`src/design/fpc_pkg.sv`:
```
// Shared types, constants and register codes for the fader position conditioner.
`timescale 1ns / 1ps

package fpc_pkg;

    // Default configuration of the top-level parameters.
    localparam int FADER_SLOTS_DEF = 8;
    localparam int SAMPLE_BITS_DEF = 12;

    // Fixed field widths.
    localparam int IDX_W  = 3;
    localparam int SMP_W  = 12;
    localparam int POS_W  = 12;
    localparam int ACT_W  = 4;
    localparam int ADDR_W = 5;
    localparam int DATA_W = 32;
    localparam int REG_W  = 3;

    // Register indexes (byte address is four times the index).
    localparam logic [REG_W-1:0] REG_TRAVEL_LO       = 3'd0;
    localparam logic [REG_W-1:0] REG_TRAVEL_HI       = 3'd1;
    localparam logic [REG_W-1:0] REG_SNAP_LOW_LEVEL  = 3'd2;
    localparam logic [REG_W-1:0] REG_SNAP_HIGH_LEVEL = 3'd3;
    localparam logic [REG_W-1:0] REG_DEADBAND_WIDTH  = 3'd4;
    localparam logic [REG_W-1:0] REG_ACTIVE_FADERS   = 3'd5;

    // Reset values of the registers.
    localparam logic [SMP_W-1:0] RST_TRAVEL_LO       = 12'd0;
    localparam logic [SMP_W-1:0] RST_TRAVEL_HI       = 12'd4095;
    localparam logic [SMP_W-1:0] RST_SNAP_LOW_LEVEL  = 12'd0;
    localparam logic [SMP_W-1:0] RST_SNAP_HIGH_LEVEL = 12'd4095;
    localparam logic [SMP_W-1:0] RST_DEADBAND_WIDTH  = 12'd0;
    localparam logic [ACT_W-1:0] RST_ACTIVE_FADERS   = 4'd1;

    typedef struct packed {
        logic [SMP_W-1:0] travel_lo;
        logic [SMP_W-1:0] travel_hi;
        logic [SMP_W-1:0] snap_low_level;
        logic [SMP_W-1:0] snap_high_level;
        logic [SMP_W-1:0] deadband_width;
        logic [ACT_W-1:0] active_faders;
    } t_cfg;

    typedef enum logic [2:0] {
        S_IDLE,
        S_PREP,
        S_DIVIDE,
        S_SNAP,
        S_UPDATE
    } t_state;

    typedef struct packed {
        logic capture;
        logic prep;
        logic step;
        logic snap;
        logic update;
    } t_dp_cmd;

    typedef struct packed {
        logic in_active;
        logic out_free;
    } t_dp_status;

endpackage

```
`src/design/fpc_regs.sv`:
```
// Configuration register file with its APB-style access port.
`timescale 1ns / 1ps

module fpc_regs (
    input  logic                       i_clk,
    input  logic                       i_rst_n,
    input  logic                       psel,
    input  logic                       penable,
    input  logic                       pwrite,
    input  logic [fpc_pkg::ADDR_W-1:0] paddr,
    input  logic [fpc_pkg::DATA_W-1:0] pwdata,
    output logic [fpc_pkg::DATA_W-1:0] prdata,
    output logic                       pready,
    output fpc_pkg::t_cfg              o_cfg
);

    fpc_pkg::t_cfg               r_cfg;
    logic [fpc_pkg::REG_W-1:0]   reg_idx;
    logic                        wr_en;

    assign reg_idx = paddr[fpc_pkg::ADDR_W-1:2];
    assign pready  = 1'b1;
    assign wr_en   = psel && penable && pwrite && pready;

    always_ff @(posedge i_clk) begin
        if (!i_rst_n) begin
            r_cfg.travel_lo       <= fpc_pkg::RST_TRAVEL_LO;
            r_cfg.travel_hi       <= fpc_pkg::RST_TRAVEL_HI;
            r_cfg.snap_low_level  <= fpc_pkg::RST_SNAP_LOW_LEVEL;
            r_cfg.snap_high_level <= fpc_pkg::RST_SNAP_HIGH_LEVEL;
            r_cfg.deadband_width  <= fpc_pkg::RST_DEADBAND_WIDTH;
            r_cfg.active_faders   <= fpc_pkg::RST_ACTIVE_FADERS;
        end else if (wr_en) begin
            case (reg_idx)
                fpc_pkg::REG_TRAVEL_LO:       r_cfg.travel_lo       <= pwdata[fpc_pkg::SMP_W-1:0];
                fpc_pkg::REG_TRAVEL_HI:       r_cfg.travel_hi       <= pwdata[fpc_pkg::SMP_W-1:0];
                fpc_pkg::REG_SNAP_LOW_LEVEL:  r_cfg.snap_low_level  <= pwdata[fpc_pkg::SMP_W-1:0];
                fpc_pkg::REG_SNAP_HIGH_LEVEL: r_cfg.snap_high_level <= pwdata[fpc_pkg::SMP_W-1:0];
                fpc_pkg::REG_DEADBAND_WIDTH:  r_cfg.deadband_width  <= pwdata[fpc_pkg::SMP_W-1:0];
                fpc_pkg::REG_ACTIVE_FADERS:   r_cfg.active_faders   <= pwdata[fpc_pkg::ACT_W-1:0];
                default: ;
            endcase
        end
    end

    always_comb begin
        case (reg_idx)
            fpc_pkg::REG_TRAVEL_LO:       prdata = fpc_pkg::DATA_W'(r_cfg.travel_lo);
            fpc_pkg::REG_TRAVEL_HI:       prdata = fpc_pkg::DATA_W'(r_cfg.travel_hi);
            fpc_pkg::REG_SNAP_LOW_LEVEL:  prdata = fpc_pkg::DATA_W'(r_cfg.snap_low_level);
            fpc_pkg::REG_SNAP_HIGH_LEVEL: prdata = fpc_pkg::DATA_W'(r_cfg.snap_high_level);
            fpc_pkg::REG_DEADBAND_WIDTH:  prdata = fpc_pkg::DATA_W'(r_cfg.deadband_width);
            fpc_pkg::REG_ACTIVE_FADERS:   prdata = fpc_pkg::DATA_W'(r_cfg.active_faders);
            default:                      prdata = '0;
        endcase
    end

    assign o_cfg = r_cfg;

endmodule

```
`src/design/fpc_ctrl.sv`:
```
// Sequencing state machine for one fader transaction at a time.
`timescale 1ns / 1ps

module fpc_ctrl #(
    parameter int SAMPLE_BITS = fpc_pkg::SAMPLE_BITS_DEF
) (
    input  logic                i_clk,
    input  logic                i_rst_n,
    input  logic                i_in_valid,
    output logic                o_in_ready,
    input  fpc_pkg::t_dp_status i_status,
    output fpc_pkg::t_dp_cmd    o_cmd
);

    localparam int CNT_W = $clog2(SAMPLE_BITS);
    localparam logic [CNT_W-1:0] CNT_LAST = CNT_W'(SAMPLE_BITS - 1);

    fpc_pkg::t_state r_state;
    fpc_pkg::t_state n_state;
    logic [CNT_W-1:0] r_cnt;

    always_ff @(posedge i_clk) begin
        if (!i_rst_n) begin
            r_state <= fpc_pkg::S_IDLE;
            r_cnt   <= '0;
        end else begin
            r_state <= n_state;
            if (r_state == fpc_pkg::S_DIVIDE) begin
                r_cnt <= r_cnt + 1'b1;
            end else begin
                r_cnt <= '0;
            end
        end
    end

    always_comb begin
        n_state = r_state;
        case (r_state)
            fpc_pkg::S_IDLE: begin
                if (i_in_valid && i_status.in_active) begin
                    n_state = fpc_pkg::S_PREP;
                end
            end
            fpc_pkg::S_PREP: begin
                n_state = fpc_pkg::S_DIVIDE;
            end
            fpc_pkg::S_DIVIDE: begin
                if (r_cnt == CNT_LAST) begin
                    n_state = fpc_pkg::S_SNAP;
                end
            end
            fpc_pkg::S_SNAP: begin
                n_state = fpc_pkg::S_UPDATE;
            end
            fpc_pkg::S_UPDATE: begin
                if (i_status.out_free) begin
                    n_state = fpc_pkg::S_IDLE;
                end
            end
            default: begin
                n_state = fpc_pkg::S_IDLE;
            end
        endcase
    end

    always_comb begin
        o_cmd      = '0;
        o_in_ready = 1'b0;
        case (r_state)
            fpc_pkg::S_IDLE: begin
                o_in_ready  = 1'b1;
                o_cmd.capture = i_in_valid && i_status.in_active;
            end
            fpc_pkg::S_PREP:   o_cmd.prep = 1'b1;
            fpc_pkg::S_DIVIDE: o_cmd.step = 1'b1;
            fpc_pkg::S_SNAP:   o_cmd.snap = 1'b1;
            fpc_pkg::S_UPDATE: o_cmd.update = i_status.out_free;
            default: ;
        endcase
    end

endmodule

```
`src/design/fpc_datapath.sv`:
```
// Clamp, rescale divider, snap, deadband, position store and output register.
`timescale 1ns / 1ps

module fpc_datapath #(
    parameter int FADER_SLOTS = fpc_pkg::FADER_SLOTS_DEF,
    parameter int SAMPLE_BITS = fpc_pkg::SAMPLE_BITS_DEF
) (
    input  logic                      i_clk,
    input  logic                      i_rst_n,
    input  fpc_pkg::t_dp_cmd          i_cmd,
    output fpc_pkg::t_dp_status       o_status,
    input  fpc_pkg::t_cfg             i_cfg,
    input  logic [fpc_pkg::IDX_W-1:0] i_fader_index,
    input  logic [fpc_pkg::SMP_W-1:0] i_filtered_sample,
    input  logic                      i_out_ready,
    output logic                      o_out_valid,
    output logic [fpc_pkg::IDX_W-1:0] o_out_fader_index,
    output logic [fpc_pkg::POS_W-1:0] o_position
);

    localparam int SLOT_AW = (FADER_SLOTS > 1) ? $clog2(FADER_SLOTS) : 1;
    localparam int NUM_W   = fpc_pkg::SMP_W + SAMPLE_BITS;
    localparam int CMP_W   = ((SAMPLE_BITS > fpc_pkg::POS_W) ? SAMPLE_BITS : fpc_pkg::POS_W) + 1;
    localparam logic [CMP_W-1:0] FULL_SCALE = CMP_W'((64'd1 << SAMPLE_BITS) - 64'd1);

    logic [fpc_pkg::IDX_W-1:0] r_idx;
    logic [fpc_pkg::SMP_W-1:0] r_sample;
    logic [fpc_pkg::SMP_W-1:0] r_rem;
    logic [SAMPLE_BITS-1:0]    r_div;
    logic [fpc_pkg::SMP_W-1:0] r_span;
    logic                      r_empty;
    logic [fpc_pkg::POS_W-1:0] r_old;
    logic [CMP_W-1:0]          r_v;
    logic [fpc_pkg::POS_W-1:0] r_mem [FADER_SLOTS];
    logic [FADER_SLOTS-1:0]    r_slot_valid;
    logic                      r_out_valid;
    logic [fpc_pkg::IDX_W-1:0] r_out_idx;
    logic [fpc_pkg::POS_W-1:0] r_out_pos;

    logic [SLOT_AW-1:0]        slot;
    logic [fpc_pkg::SMP_W-1:0] clamped;
    logic [fpc_pkg::SMP_W-1:0] offset;
    logic [NUM_W-1:0]          num;
    logic [fpc_pkg::SMP_W:0]   trial;
    logic                      trial_ge;
    logic [CMP_W-1:0]          quot;
    logic [CMP_W-1:0]          n_v;
    logic [CMP_W-1:0]          old_w;
    logic [CMP_W-1:0]          delta;
    logic [fpc_pkg::POS_W-1:0] n_pos;

    assign o_status.in_active =
        (fpc_pkg::ACT_W'(i_fader_index) < i_cfg.active_faders) &&
        (32'(i_fader_index) < FADER_SLOTS);
    assign o_status.out_free = !r_out_valid || i_out_ready;

    assign slot = SLOT_AW'(r_idx);

    // Clamp to the usable travel and scale by full scale (shift and subtract).
    always_comb begin
        clamped = r_sample;
        if (r_sample < i_cfg.travel_lo) begin
            clamped = i_cfg.travel_lo;
        end else if (r_sample > i_cfg.travel_hi) begin
            clamped = i_cfg.travel_hi;
        end
        offset = clamped - i_cfg.travel_lo;
        num    = {offset, {SAMPLE_BITS{1'b0}}} - NUM_W'(offset);
    end

    // One restoring division step; the quotient shifts in behind the dividend.
    assign trial    = {r_rem, r_div[SAMPLE_BITS-1]};
    assign trial_ge = trial >= {1'b0, r_span};

    always_comb begin
        quot = r_empty ? '0 : CMP_W'(r_div);
        n_v  = quot;
        if (quot < CMP_W'(i_cfg.snap_low_level)) begin
            n_v = '0;
        end
        if (n_v > CMP_W'(i_cfg.snap_high_level)) begin
            n_v = FULL_SCALE;
        end
    end

    always_comb begin
        old_w = CMP_W'(r_old);
        delta = (r_v >= old_w) ? (r_v - old_w) : (old_w - r_v);
        n_pos = (delta < CMP_W'(i_cfg.deadband_width)) ? r_old : r_v[fpc_pkg::POS_W-1:0];
    end

    always_ff @(posedge i_clk) begin
        if (i_cmd.capture) begin
            r_idx    <= i_fader_index;
            r_sample <= i_filtered_sample;
        end
        if (i_cmd.prep) begin
            r_rem   <= num[NUM_W-1:SAMPLE_BITS];
            r_div   <= num[SAMPLE_BITS-1:0];
            r_span  <= i_cfg.travel_hi - i_cfg.travel_lo;
            r_empty <= (i_cfg.travel_hi <= i_cfg.travel_lo);
            r_old   <= r_slot_valid[slot] ? r_mem[slot] : '0;
        end
        if (i_cmd.step) begin
            r_rem <= trial_ge ? fpc_pkg::SMP_W'(trial - {1'b0, r_span})
                              : trial[fpc_pkg::SMP_W-1:0];
            r_div <= {r_div[SAMPLE_BITS-2:0], trial_ge};
        end
        if (i_cmd.snap) begin
            r_v <= n_v;
        end
        if (i_cmd.update) begin
            r_mem[slot] <= n_pos;
            r_out_idx   <= r_idx;
            r_out_pos   <= n_pos;
        end
    end

    always_ff @(posedge i_clk) begin
        if (!i_rst_n) begin
            r_slot_valid <= '0;
            r_out_valid  <= 1'b0;
        end else begin
            if (i_cmd.update) begin
                r_slot_valid[slot] <= 1'b1;
                r_out_valid        <= 1'b1;
            end else if (i_out_ready) begin
                r_out_valid <= 1'b0;
            end
        end
    end

    assign o_out_valid       = r_out_valid;
    assign o_out_fader_index = r_out_idx;
    assign o_position        = r_out_pos;

endmodule

```
`src/design/fader_position_conditioner_top.sv`:
```
// Top level of the fader position conditioner: register port, controller and datapath.
`timescale 1ns / 1ps

// The block takes one transaction of a fader index and a filtered ADC sample,
// clamps the sample to the usable travel, rescales it to 0..2^SAMPLE_BITS-1 with
// truncating division, snaps it to zero or full scale at the snap levels, holds
// the fader's stored position when the change is below the deadband width, and
// then stores and emits the 12-bit position. A sample for a fader at or above
// active_faders (or at or above FADER_SLOTS) is consumed and produces no result.
// One transaction is worked on at a time: an accepted item goes through prepare,
// the restoring divider (which retires one quotient bit per cycle), snap and
// update before the next item is accepted; a dropped item is consumed while the
// block stays idle. The result sits in an output register, so the next item is
// accepted while that result waits to be taken; only a second finished result
// stalls the block until the first one leaves.
// Stored positions read as zero after reset until a fader is first updated.
// Registers sit at byte addresses 0, 4, 8, 12, 16 and 20 in the order lower travel
// limit, upper travel limit, snap_low_level, snap_high_level, deadband_width and
// active_faders; the user must write them only while the block is idle (not enforced).

module fader_position_conditioner_top #(
    parameter int FADER_SLOTS = fpc_pkg::FADER_SLOTS_DEF,
    parameter int SAMPLE_BITS = fpc_pkg::SAMPLE_BITS_DEF
) (
    input  logic                        i_clk,
    input  logic                        i_rst_n,
    // Configuration port.
    input  logic                        psel,
    input  logic                        penable,
    input  logic                        pwrite,
    input  logic [fpc_pkg::ADDR_W-1:0]  paddr,
    input  logic [fpc_pkg::DATA_W-1:0]  pwdata,
    output logic [fpc_pkg::DATA_W-1:0]  prdata,
    output logic                        pready,
    // Sample input channel.
    input  logic                        i_in_valid,
    output logic                        o_in_ready,
    input  logic [fpc_pkg::IDX_W-1:0]   i_fader_index,
    input  logic [fpc_pkg::SMP_W-1:0]   i_filtered_sample,
    // Position output channel.
    output logic                        o_out_valid,
    input  logic                        i_out_ready,
    output logic [fpc_pkg::IDX_W-1:0]   o_out_fader_index,
    output logic [fpc_pkg::POS_W-1:0]   o_position
);

    fpc_pkg::t_cfg       cfg;
    fpc_pkg::t_dp_cmd    dp_cmd;
    fpc_pkg::t_dp_status dp_status;

    // Configuration registers.
    fpc_regs u_regs (
        .i_clk   (i_clk),
        .i_rst_n (i_rst_n),
        .psel    (psel),
        .penable (penable),
        .pwrite  (pwrite),
        .paddr   (paddr),
        .pwdata  (pwdata),
        .prdata  (prdata),
        .pready  (pready),
        .o_cfg   (cfg)
    );

    // The controller steps each transaction through prepare, divide, snap and
    // update, and holds the update while the output register is still full.
    fpc_ctrl #(
        .SAMPLE_BITS (SAMPLE_BITS)
    ) u_ctrl (
        .i_clk      (i_clk),
        .i_rst_n    (i_rst_n),
        .i_in_valid (i_in_valid),
        .o_in_ready (o_in_ready),
        .i_status   (dp_status),
        .o_cmd      (dp_cmd)
    );

    // The datapath holds the arithmetic, the per-fader position store and the
    // output register.
    fpc_datapath #(
        .FADER_SLOTS (FADER_SLOTS),
        .SAMPLE_BITS (SAMPLE_BITS)
    ) u_datapath (
        .i_clk             (i_clk),
        .i_rst_n           (i_rst_n),
        .i_cmd             (dp_cmd),
        .o_status          (dp_status),
        .i_cfg             (cfg),
        .i_fader_index     (i_fader_index),
        .i_filtered_sample (i_filtered_sample),
        .i_out_ready       (i_out_ready),
        .o_out_valid       (o_out_valid),
        .o_out_fader_index (o_out_fader_index),
        .o_position        (o_position)
    );

endmodule
```
`config.mk`:
```
export PLATFORM = sky130hd
export DESIGN_NAME = fader_position_conditioner_top
export DESIGN_NICKNAME = d
export VERILOG_FILES = /design/src/design/fpc_pkg.sv /design/src/design/fpc_regs.sv /design/src/design/fpc_ctrl.sv /design/src/design/fpc_datapath.sv /design/src/design/fader_position_conditioner_top.sv
export SDC_FILE = /design/constraint.sdc
export NUM_CORES = 1
export LEC_CHECK = 0
export ABC_AREA = 1
export BUFFER_PORTS_ARGS = -buffer_cell sky130_fd_sc_hd__buf_4
export CORE_MARGIN = 4
export CORE_UTILIZATION = 61
export CTS_CLUSTER_SIZE = 28
export DETAILED_ROUTE_END_ITERATION = 10
export MAX_ROUTING_LAYER = met4
export PLACE_DENSITY = 0.81
export SLEW_MARGIN = 20
export SYNTH_ARGS = -nofsm -noshare
export SYNTH_HDL_FRONTEND = slang
export SYNTH_SLANG_ARGS = --single-unit
```
`constraint.sdc`:
```
create_clock -name i_clk -period 7.6 [get_ports i_clk]
set_input_delay 0.38 -clock i_clk [delete_from_list [all_inputs] [get_ports i_clk]]
set_output_delay 0.38 -clock i_clk [all_outputs]
set_load 0.01 [all_outputs]
```
==> results of run 1 <==
==> through the flow <==
step	hold WS, ns	worst slack, ns	cells	power, mW	cell area, µm²
4_1_cts	0.0878	2.47	2138	3.69	17100
5_1_grt	0.109	1.98	2138	3.83	17100
2_1_floorplan	0.418	3.60	1737	2.10	15300
3_5_place_dp	0.451	2.50	2072	2.27	16000
6_report	0.106	2.35	2138	3.68	17100
3_3_place_gp	0.430	2.64	2072	2.25	16000
==> cells in the mapped netlist (14+ instances only) <==
library cell / instances
a21oi_1: 153
buf_4: 21
clkbuf_1: 42
dfxtp_1: 80
edfxtp_1: 187
ha_1: 120
inv_1: 235
nand2_1: 232
nand3_1: 36
nand4_1: 16
nor2_1: 215
nor3_1: 15
o211ai_1: 30
o21ai_0: 145
o21ai_1: 22
o22ai_1: 14
xnor2_1: 15
xor2_1: 23
==> cells by family after synthesis <==
logic type / count (synthesis) / share of synthesized area (%)
AO/OA/AOI/OAI: 424 / 15.9
XOR/XNOR: 42 / 2.76
adder cells (fa/ha/maj): 125 / 10.5
buffers and inverters: 314 / 8.30
flip-flops: 267 / 47.4
multiplexers: 10 / 0.657
other: 2 / 0.0493
AND/OR/NAND/NOR: 534 / 14.5
==> timing repair <==
item,4_1_cts,5_1_grt
hold buffers,15,0
buffers inserted,0,0
endpoints found under the hold margin,15,0
==> layout by cell type (no fill, tap or decap), drive strengths merged, types with 5 or more instances in the layout <==
cell type,Yosys,layout
a21o,6,6
a21oi,154,154
a221oi,5,5
a41oi,12,12
buf,31,84
clkbuf,42,38
clkinv,1,10
conb,2,21
dfxtp,80,80
dlygate4sd3,0,15
edfxtp,187,187
fa,5,5
ha,120,120
inv,240,240
mux2i,10,10
nand2,233,233
nand3,39,39
nand4,17,17
nor2,221,221
nor3,16,16
o211ai,30,30
o21ai,169,169
o21bai,5,5
o221ai,11,11
o22ai,14,14
xnor2,15,15
xor2,27,27
==> where the power goes <==
part	leakage [nW]	internal [mW]	switching, mW	total (mW)
Combinational	4.63	0.211	0.408	0.619
Sequential	2.33	1.62	0.0225	1.64
Clock	0.467	0.842	0.577	1.42
Total	7.43	2.67	1.01	3.68
==> flip-flops by register name (all words and copies together), names as in the netlist, 4 cells and up <==
register / cells
u_datapath.o_position: 12
u_ctrl.r_cnt: 4
u_datapath.r_span: 12
u_datapath.r_old: 12
u_datapath.r_v: 12
u_regs.o_cfg: 64
u_datapath.r_slot_valid: 8
u_datapath.r_sample: 12
u_datapath.r_div: 12
u_datapath.r_rem: 12
u_datapath.r_mem: 96
==> worst reg2reg max path, cell delays in order, from the launching register on <==
cell      delay (ns)
edfxtp_1        0.41
inv_1           0.06
ha_1            0.41
nand2_1         0.19
nor2_1          0.08
nand3_1         0.09
nand4_1         0.18
nand3_1         0.11
nand2_1         0.07
nand2_1         0.07
inv_2           0.04
nor2_4          0.32
inv_2           0.18
o21ai_0         0.24
xor2_1          0.24
ha_1            0.28
a21o_1          0.16
a31oi_1         0.17
o21ai_0         0.13
nand3_1         0.08
nand2_1         0.05
nand2_1         0.07
nand3b_2        0.43
o21ai_1         0.85
==> layout make-up <==
type / count / area [µm²] / area share (%)
tap: 324 / 405 / 2.37
timing repair buffer: 99 / 781 / 4.56
multi-input combinational: 1156 / 6840 / 40.0
clock inverter: 13 / 195 / 1.14
clock buffer: 38 / 762 / 4.45
sequential: 267 / 7220 / 42.2
inverter: 241 / 905 / 5.29
==> path summary, 6_finish.rpt <==
check,start,end
setup / recovery,u_datapath.r_v[8],u_datapath.r_mem[5][0]
hold / removal,i_out_ready,u_datapath.o_out_valid
setup reg to reg,u_datapath.r_v[8],u_datapath.r_mem[5][0]
hold reg to reg,u_ctrl.r_cnt[0],u_ctrl.r_cnt[0]
==> metal layers <==
layer	vias to the layer above	wire (µm)	global-route usage, %
li1	5964	-	-
met1	5880	17200	42.1
met2	638	17700	43.3
met3	93	3800	3.52
met4	0	960	6.78
met5	-	0	-
==> results_dict.tcl, run 1 <==
set metrics [dict create \
    grt_pass1_vias 11800 \
    synth-edff-count 187 \
    drv_cap 0 \
    slowest_delay_ns 0.85 \
    hold_path_depth 4 \
    cp_common_cell "nand2_1" \
    grt_pass1_wl_um 62700 \
    via_per_inst 5.88 \
    setup_viol 0 \
    antenna_found_initial 0 \
    final_util_pct 69.9 \
    io_buffers 65 \
    critical_path_required_ns 7.85 \
    hold_viol 0 \
    grt_max_degree 67 \
    cts_resized 0 \
    rsz0062_at_grt "no" \
    final.setup.tns_ns 0 \
    clock_latency_ns 0.57 \
    leakagePower_nw 7.43 \
    cts_tree "yes" \
    cts_buffers 28 \
    first_pass_iters 6 \
    synth_top_cell_area_share_pct 36.9 \
    clockBufferDepth 3 \
    critical_path.cell_chain "inv_1 > ha_1 > nand2_1 > nor2_1 > nand3_1 > nand4_1 > nand3_1 > nand2_1 > nand2_1 > inv_2 > nor2_4 > inv_2 > o21ai_0 > xor2_1 > ha_1 > a21o_1 > a31oi_1 > o21ai_0 > nand3_1 > nand2_1 > nand2_1 > nand3b_2 > o21ai_1" \
    antennaDiodeCount 0 \
    fill_cells 1802 \
    nets 1977 \
    rr_worst_depth 23 \
    post-route-period-util_pct 69.1 \
    fmax_mhz 191 \
    min_path_type "primary input to flip-flop" \
    ys_types 58 \
    cp_max_fo 24 \
    reg2reg_setup_slack_ns 2.35 \
    ys_seq_area_share_pct 47.4 \
    crit_buf_inv 3 \
    dieWidth_um 166 \
    peakVddDrop_mv 0.183 \
    critPathCaptureType "flip-flop" \
    crit_family "simple AND/OR/NAND/NOR gates" \
    cts_sinks 267 \
    synth_area_per_cell_um2 8.87 \
    yosysWarnings 0 \
    vias 12600 \
    core-area_mm2 0.0245 \
    status "complete, no violations" \
    initialDrtViolationCount 1509 \
    detail_route.wirelength_um 39700 \
    arrival_ns 5.50 \
    dp_hpwl_um 28600 \
    overflow 0 \
    rows 57 \
    startpoint_type "flip-flop" \
    critPathKind "flip-flop to flip-flop" \
    cts-root-buf "clkbuf_16" \
    clk_pin_slew_ns 0.07 \
    cp_slowest_cell "o21ai_1" \
    synthArstFlopShare_pct 0 \
    p_per_area_mw_per_mm2 215 \
    drive_gt1_share_pct 8.60 \
    htreeDepth 1 \
    clock-skew-final_ns 0.0260 \
    track_usage_pct 28.8 \
    ios 109 \
    worstMarginPinSlew_ns 1.03 \
    synthFlopType "edfxtp_1" \
    drt_drc_violations_left 0 \
    synth_seq_cells 267 \
    yosys-top-cells-area "edfxtp_1 (37%), dfxtp_1 (11%), ha_1 (9.9%), inv_1 (5.8%), nand2_1 (5.7%)" \
    initial_core_util_pct 62.3 \
    synth_top_area_cell "edfxtp_1" \
    min_period_ns 5.25 \
    avgRoutedWirePerCell_um 18.6 \
    synthToLayoutAreaGrowth_pct 12.3 \
    die-area_mm2 0.0276 \
    drv_slew 0 \
    ant_nets 0 \
    slew-limit-headroom_pct 30.7 \
    cp.depth 23 \
    syn_inst 1718 \
    die_h_um 166 \
    syn_area_mm2 0.0152 \
    globalplace.congestion 0.985 \
]
Power figures use the tool's default switching activity.
==> run 2: changes to the inputs <==
- CORE_UTILIZATION: 61 -> 55
- PLACE_DENSITY: 0.81 -> 0.77
- clock period: 7.6 -> 4.26 ns (I/O delays scaled with it)
==> run 2 against run 1 <==
Sequential share of layout area decreased by 3.5 points. Combinational power increased by 120%. Clock skew increased by 0.0053 ns. Clock power increased by 64%. First-iteration DRC count decreased by 2.3%. Fmax increased by 25%. Sequential power increased by 79%. Hold slack got worse by 0.070 ns. Critical path depth increased by 1. Total power increased by 80%. Via count increased by 5.1%. Count of clock-buffer cells in the layout increased by 5. Highest routed layer unchanged.
==> results_dict.tcl, run 2 (same netlist as run 1, synthesis figures left out) <==
set metrics [dict create \
    grt_pass1_wl_um 63000 \
    status "complete, no violations" \
    clockBufferDepth 3 \
    initialDrtViolationCount 1474 \
    cts-root-buf "clkbuf_16" \
    cp_common_cell "nand2_1" \
    min_path_type "primary input to flip-flop" \
    cts_sinks 267 \
    globalplace.congestion 1.00 \
    critPathKind "flip-flop to flip-flop" \
    overflow 0 \
    largest-register "u_datapath.r_mem" \
    fmax_mhz 238 \
    layout_setup_ws_ns 0.0646 \
    critPathCaptureType "flip-flop" \
    cp_max_fo 11 \
    drt_drc_violations_left 0 \
    min_period_ns 4.20 \
    worstMarginPinSlew_ns 1.11 \
    largest_register_ffs 96 \
    final.setup.tns_ns 0 \
    combPwrFrac_pct 20.6 \
    critical_path_required_ns 4.56 \
    slew-limit-headroom_pct 25.4 \
    grt_max_degree 67 \
    clock_latency_ns 0.57 \
    rsz0062_at_grt "yes" \
    grt_pass1_vias 12200 \
    die_h_um 174 \
    die-area_mm2 0.0304 \
    layout_commonest_cell "inv_1" \
    synthToLayoutAreaGrowth_pct 22.6 \
    pwr-share-clk_pct 35.2 \
    track_usage_pct 26.2 \
    drv_slew 0 \
    io_buffers 65 \
    clock-skew-final_ns 0.0313 \
    ant_nets 0 \
    fill_cells 1931 \
    first_pass_iters 6 \
    critical_path.cell_chain "ha_4 > nand4_1 > nor2_1 > nand2_1 > nand3_2 > nand2_4 > buf_8 > mux2i_2 > a21oi_2 > ha_2 > nand3_1 > nand3_2 > xor2_4 > inv_2 > nor2_4 > nand2_2 > nor2_4 > nand4_4 > nor2_4 > nand3_4 > nand2_1 > nand2_1 > nand2_1 > nand2_1" \
    antennaDiodeCount 0 \
    crit_family "simple AND/OR/NAND/NOR gates" \
    leakagePower_nw 7.93 \
    dp_slack_ns -0.0263 \
    p_per_area_mw_per_mm2 355 \
    clk_pin_slew_ns 0.07 \
    setup_viol 0 \
    slowest_delay_ns 0.48 \
    drive_gt1_share_pct 18.2 \
    via_per_inst 5.79 \
    startpoint_type "flip-flop" \
    switching_share_pct 28.8 \
    htreeDepth 1 \
    peakVddDrop_mv 0.328 \
    p_int_mw 4.72 \
    dieWidth_um 174 \
    hold_viol 0 \
    cp_slowest_cell "edfxtp_1" \
    post-route-period-util_pct 98.5 \
    cts_buffers 27 \
    core-area_mm2 0.0271 \
    seqPwrFrac_pct 44.2 \
    cts_tree "yes" \
    rows 60 \
    initial_core_util_pct 56.2 \
    crit_buf_inv 2 \
    dp_hpwl_um 28500 \
    vias 13200 \
    ios 109 \
    drv_cap 0 \
    detail_route.wirelength_um 42900 \
    layout_common_cells "inv_1 (219), nor2_1 (206), nand2_1 (205)" \
    arrival_ns 4.49 \
    avgRoutedWirePerCell_um 18.8 \
    power_switching_mw 1.91 \
    antenna_found_initial 0 \
    nets 2074 \
]
[run 2: power groups by stage]
| stage | Combinational, mW | Clock (mW) | Sequential [mW] |
|---|---|---|---|
| after detailed placement | 1.09 | 0 | 2.99 |
| after floorplan | 0.779 | 0 | 2.97 |
| after CTS | 1.12 | 2.34 | 2.93 |
| final | 1.37 | 2.33 | 2.93 |
| after global routing | 1.50 | 2.47 | 2.94 |
| after global placement | 1.05 | 0 | 2.98 |
[run 2: worst min-delay path: stages]
cell	delay (ns)
buf_4	0.11
o21ai_0	0.12
a2111oi_0	0.12
[run 2: timing repair]
action                     CTS  global route
pin swaps                    2            48
hold buffers                28             0
gates cloned                 0            16
setup endpoints to repair   60           126
hold endpoints to repair    46             0
setup buffers                2            30
gates resized for setup     11           159
[run 2: layout make-up]
class	count	area [µm²]	area share, %
clock inverter	7	81.3	0.435
tap	372	465	2.49
multi-input combinational	1168	7650	41.0
clock buffer	43	776	4.15
sequential	267	7230	38.7
timing repair buffer	185	1560	8.36
inverter	241	907	4.86
[run 2: final timing paths]
| kind | start | endpoint | slack (ns) | cells past startpoint |
|---|---|---|---|---|
| min reg2reg | u_ctrl.r_cnt[0] | u_ctrl.r_cnt[0] | 0.46 | 1 |
| max reg2reg | u_datapath.r_sample[7] | u_datapath.r_rem[2] | 0.06 | 24 |
| max | u_datapath.r_sample[7] | u_datapath.r_rem[2] | 0.06 | 24 |
| min | i_in_valid | u_ctrl.r_state[0] | 0.04 | 3 |
[run 2: routing by layer]
metal	GRT usage, %	vias to the layer above	wire (µm)
met5	-	-	0
met4	8.12	0	1390
met3	3.65	112	3880
met2	39.6	701	19400
met1	36.9	6199	18300
li1	-	6202	-
[run 2: through the flow]
step / hold WS, ns / cells / power [mW] / utilization [%] / cell area (µm²)
2_1_floorplan: 0.312 / 1737 / 3.75 / - / 15300
3_3_place_gp: 0.392 / 2157 / 4.03 / 60.3 / 16300
3_5_place_dp: 0.392 / 2157 / 4.07 / 60.3 / 16300
4_1_cts: 0.0270 / 2237 / 6.39 / 64.7 / 17500
5_1_grt: 0.0495 / 2283 / 6.90 / 68.9 / 18700
6_report: 0.0364 / 2283 / 6.63 / 68.9 / 18700
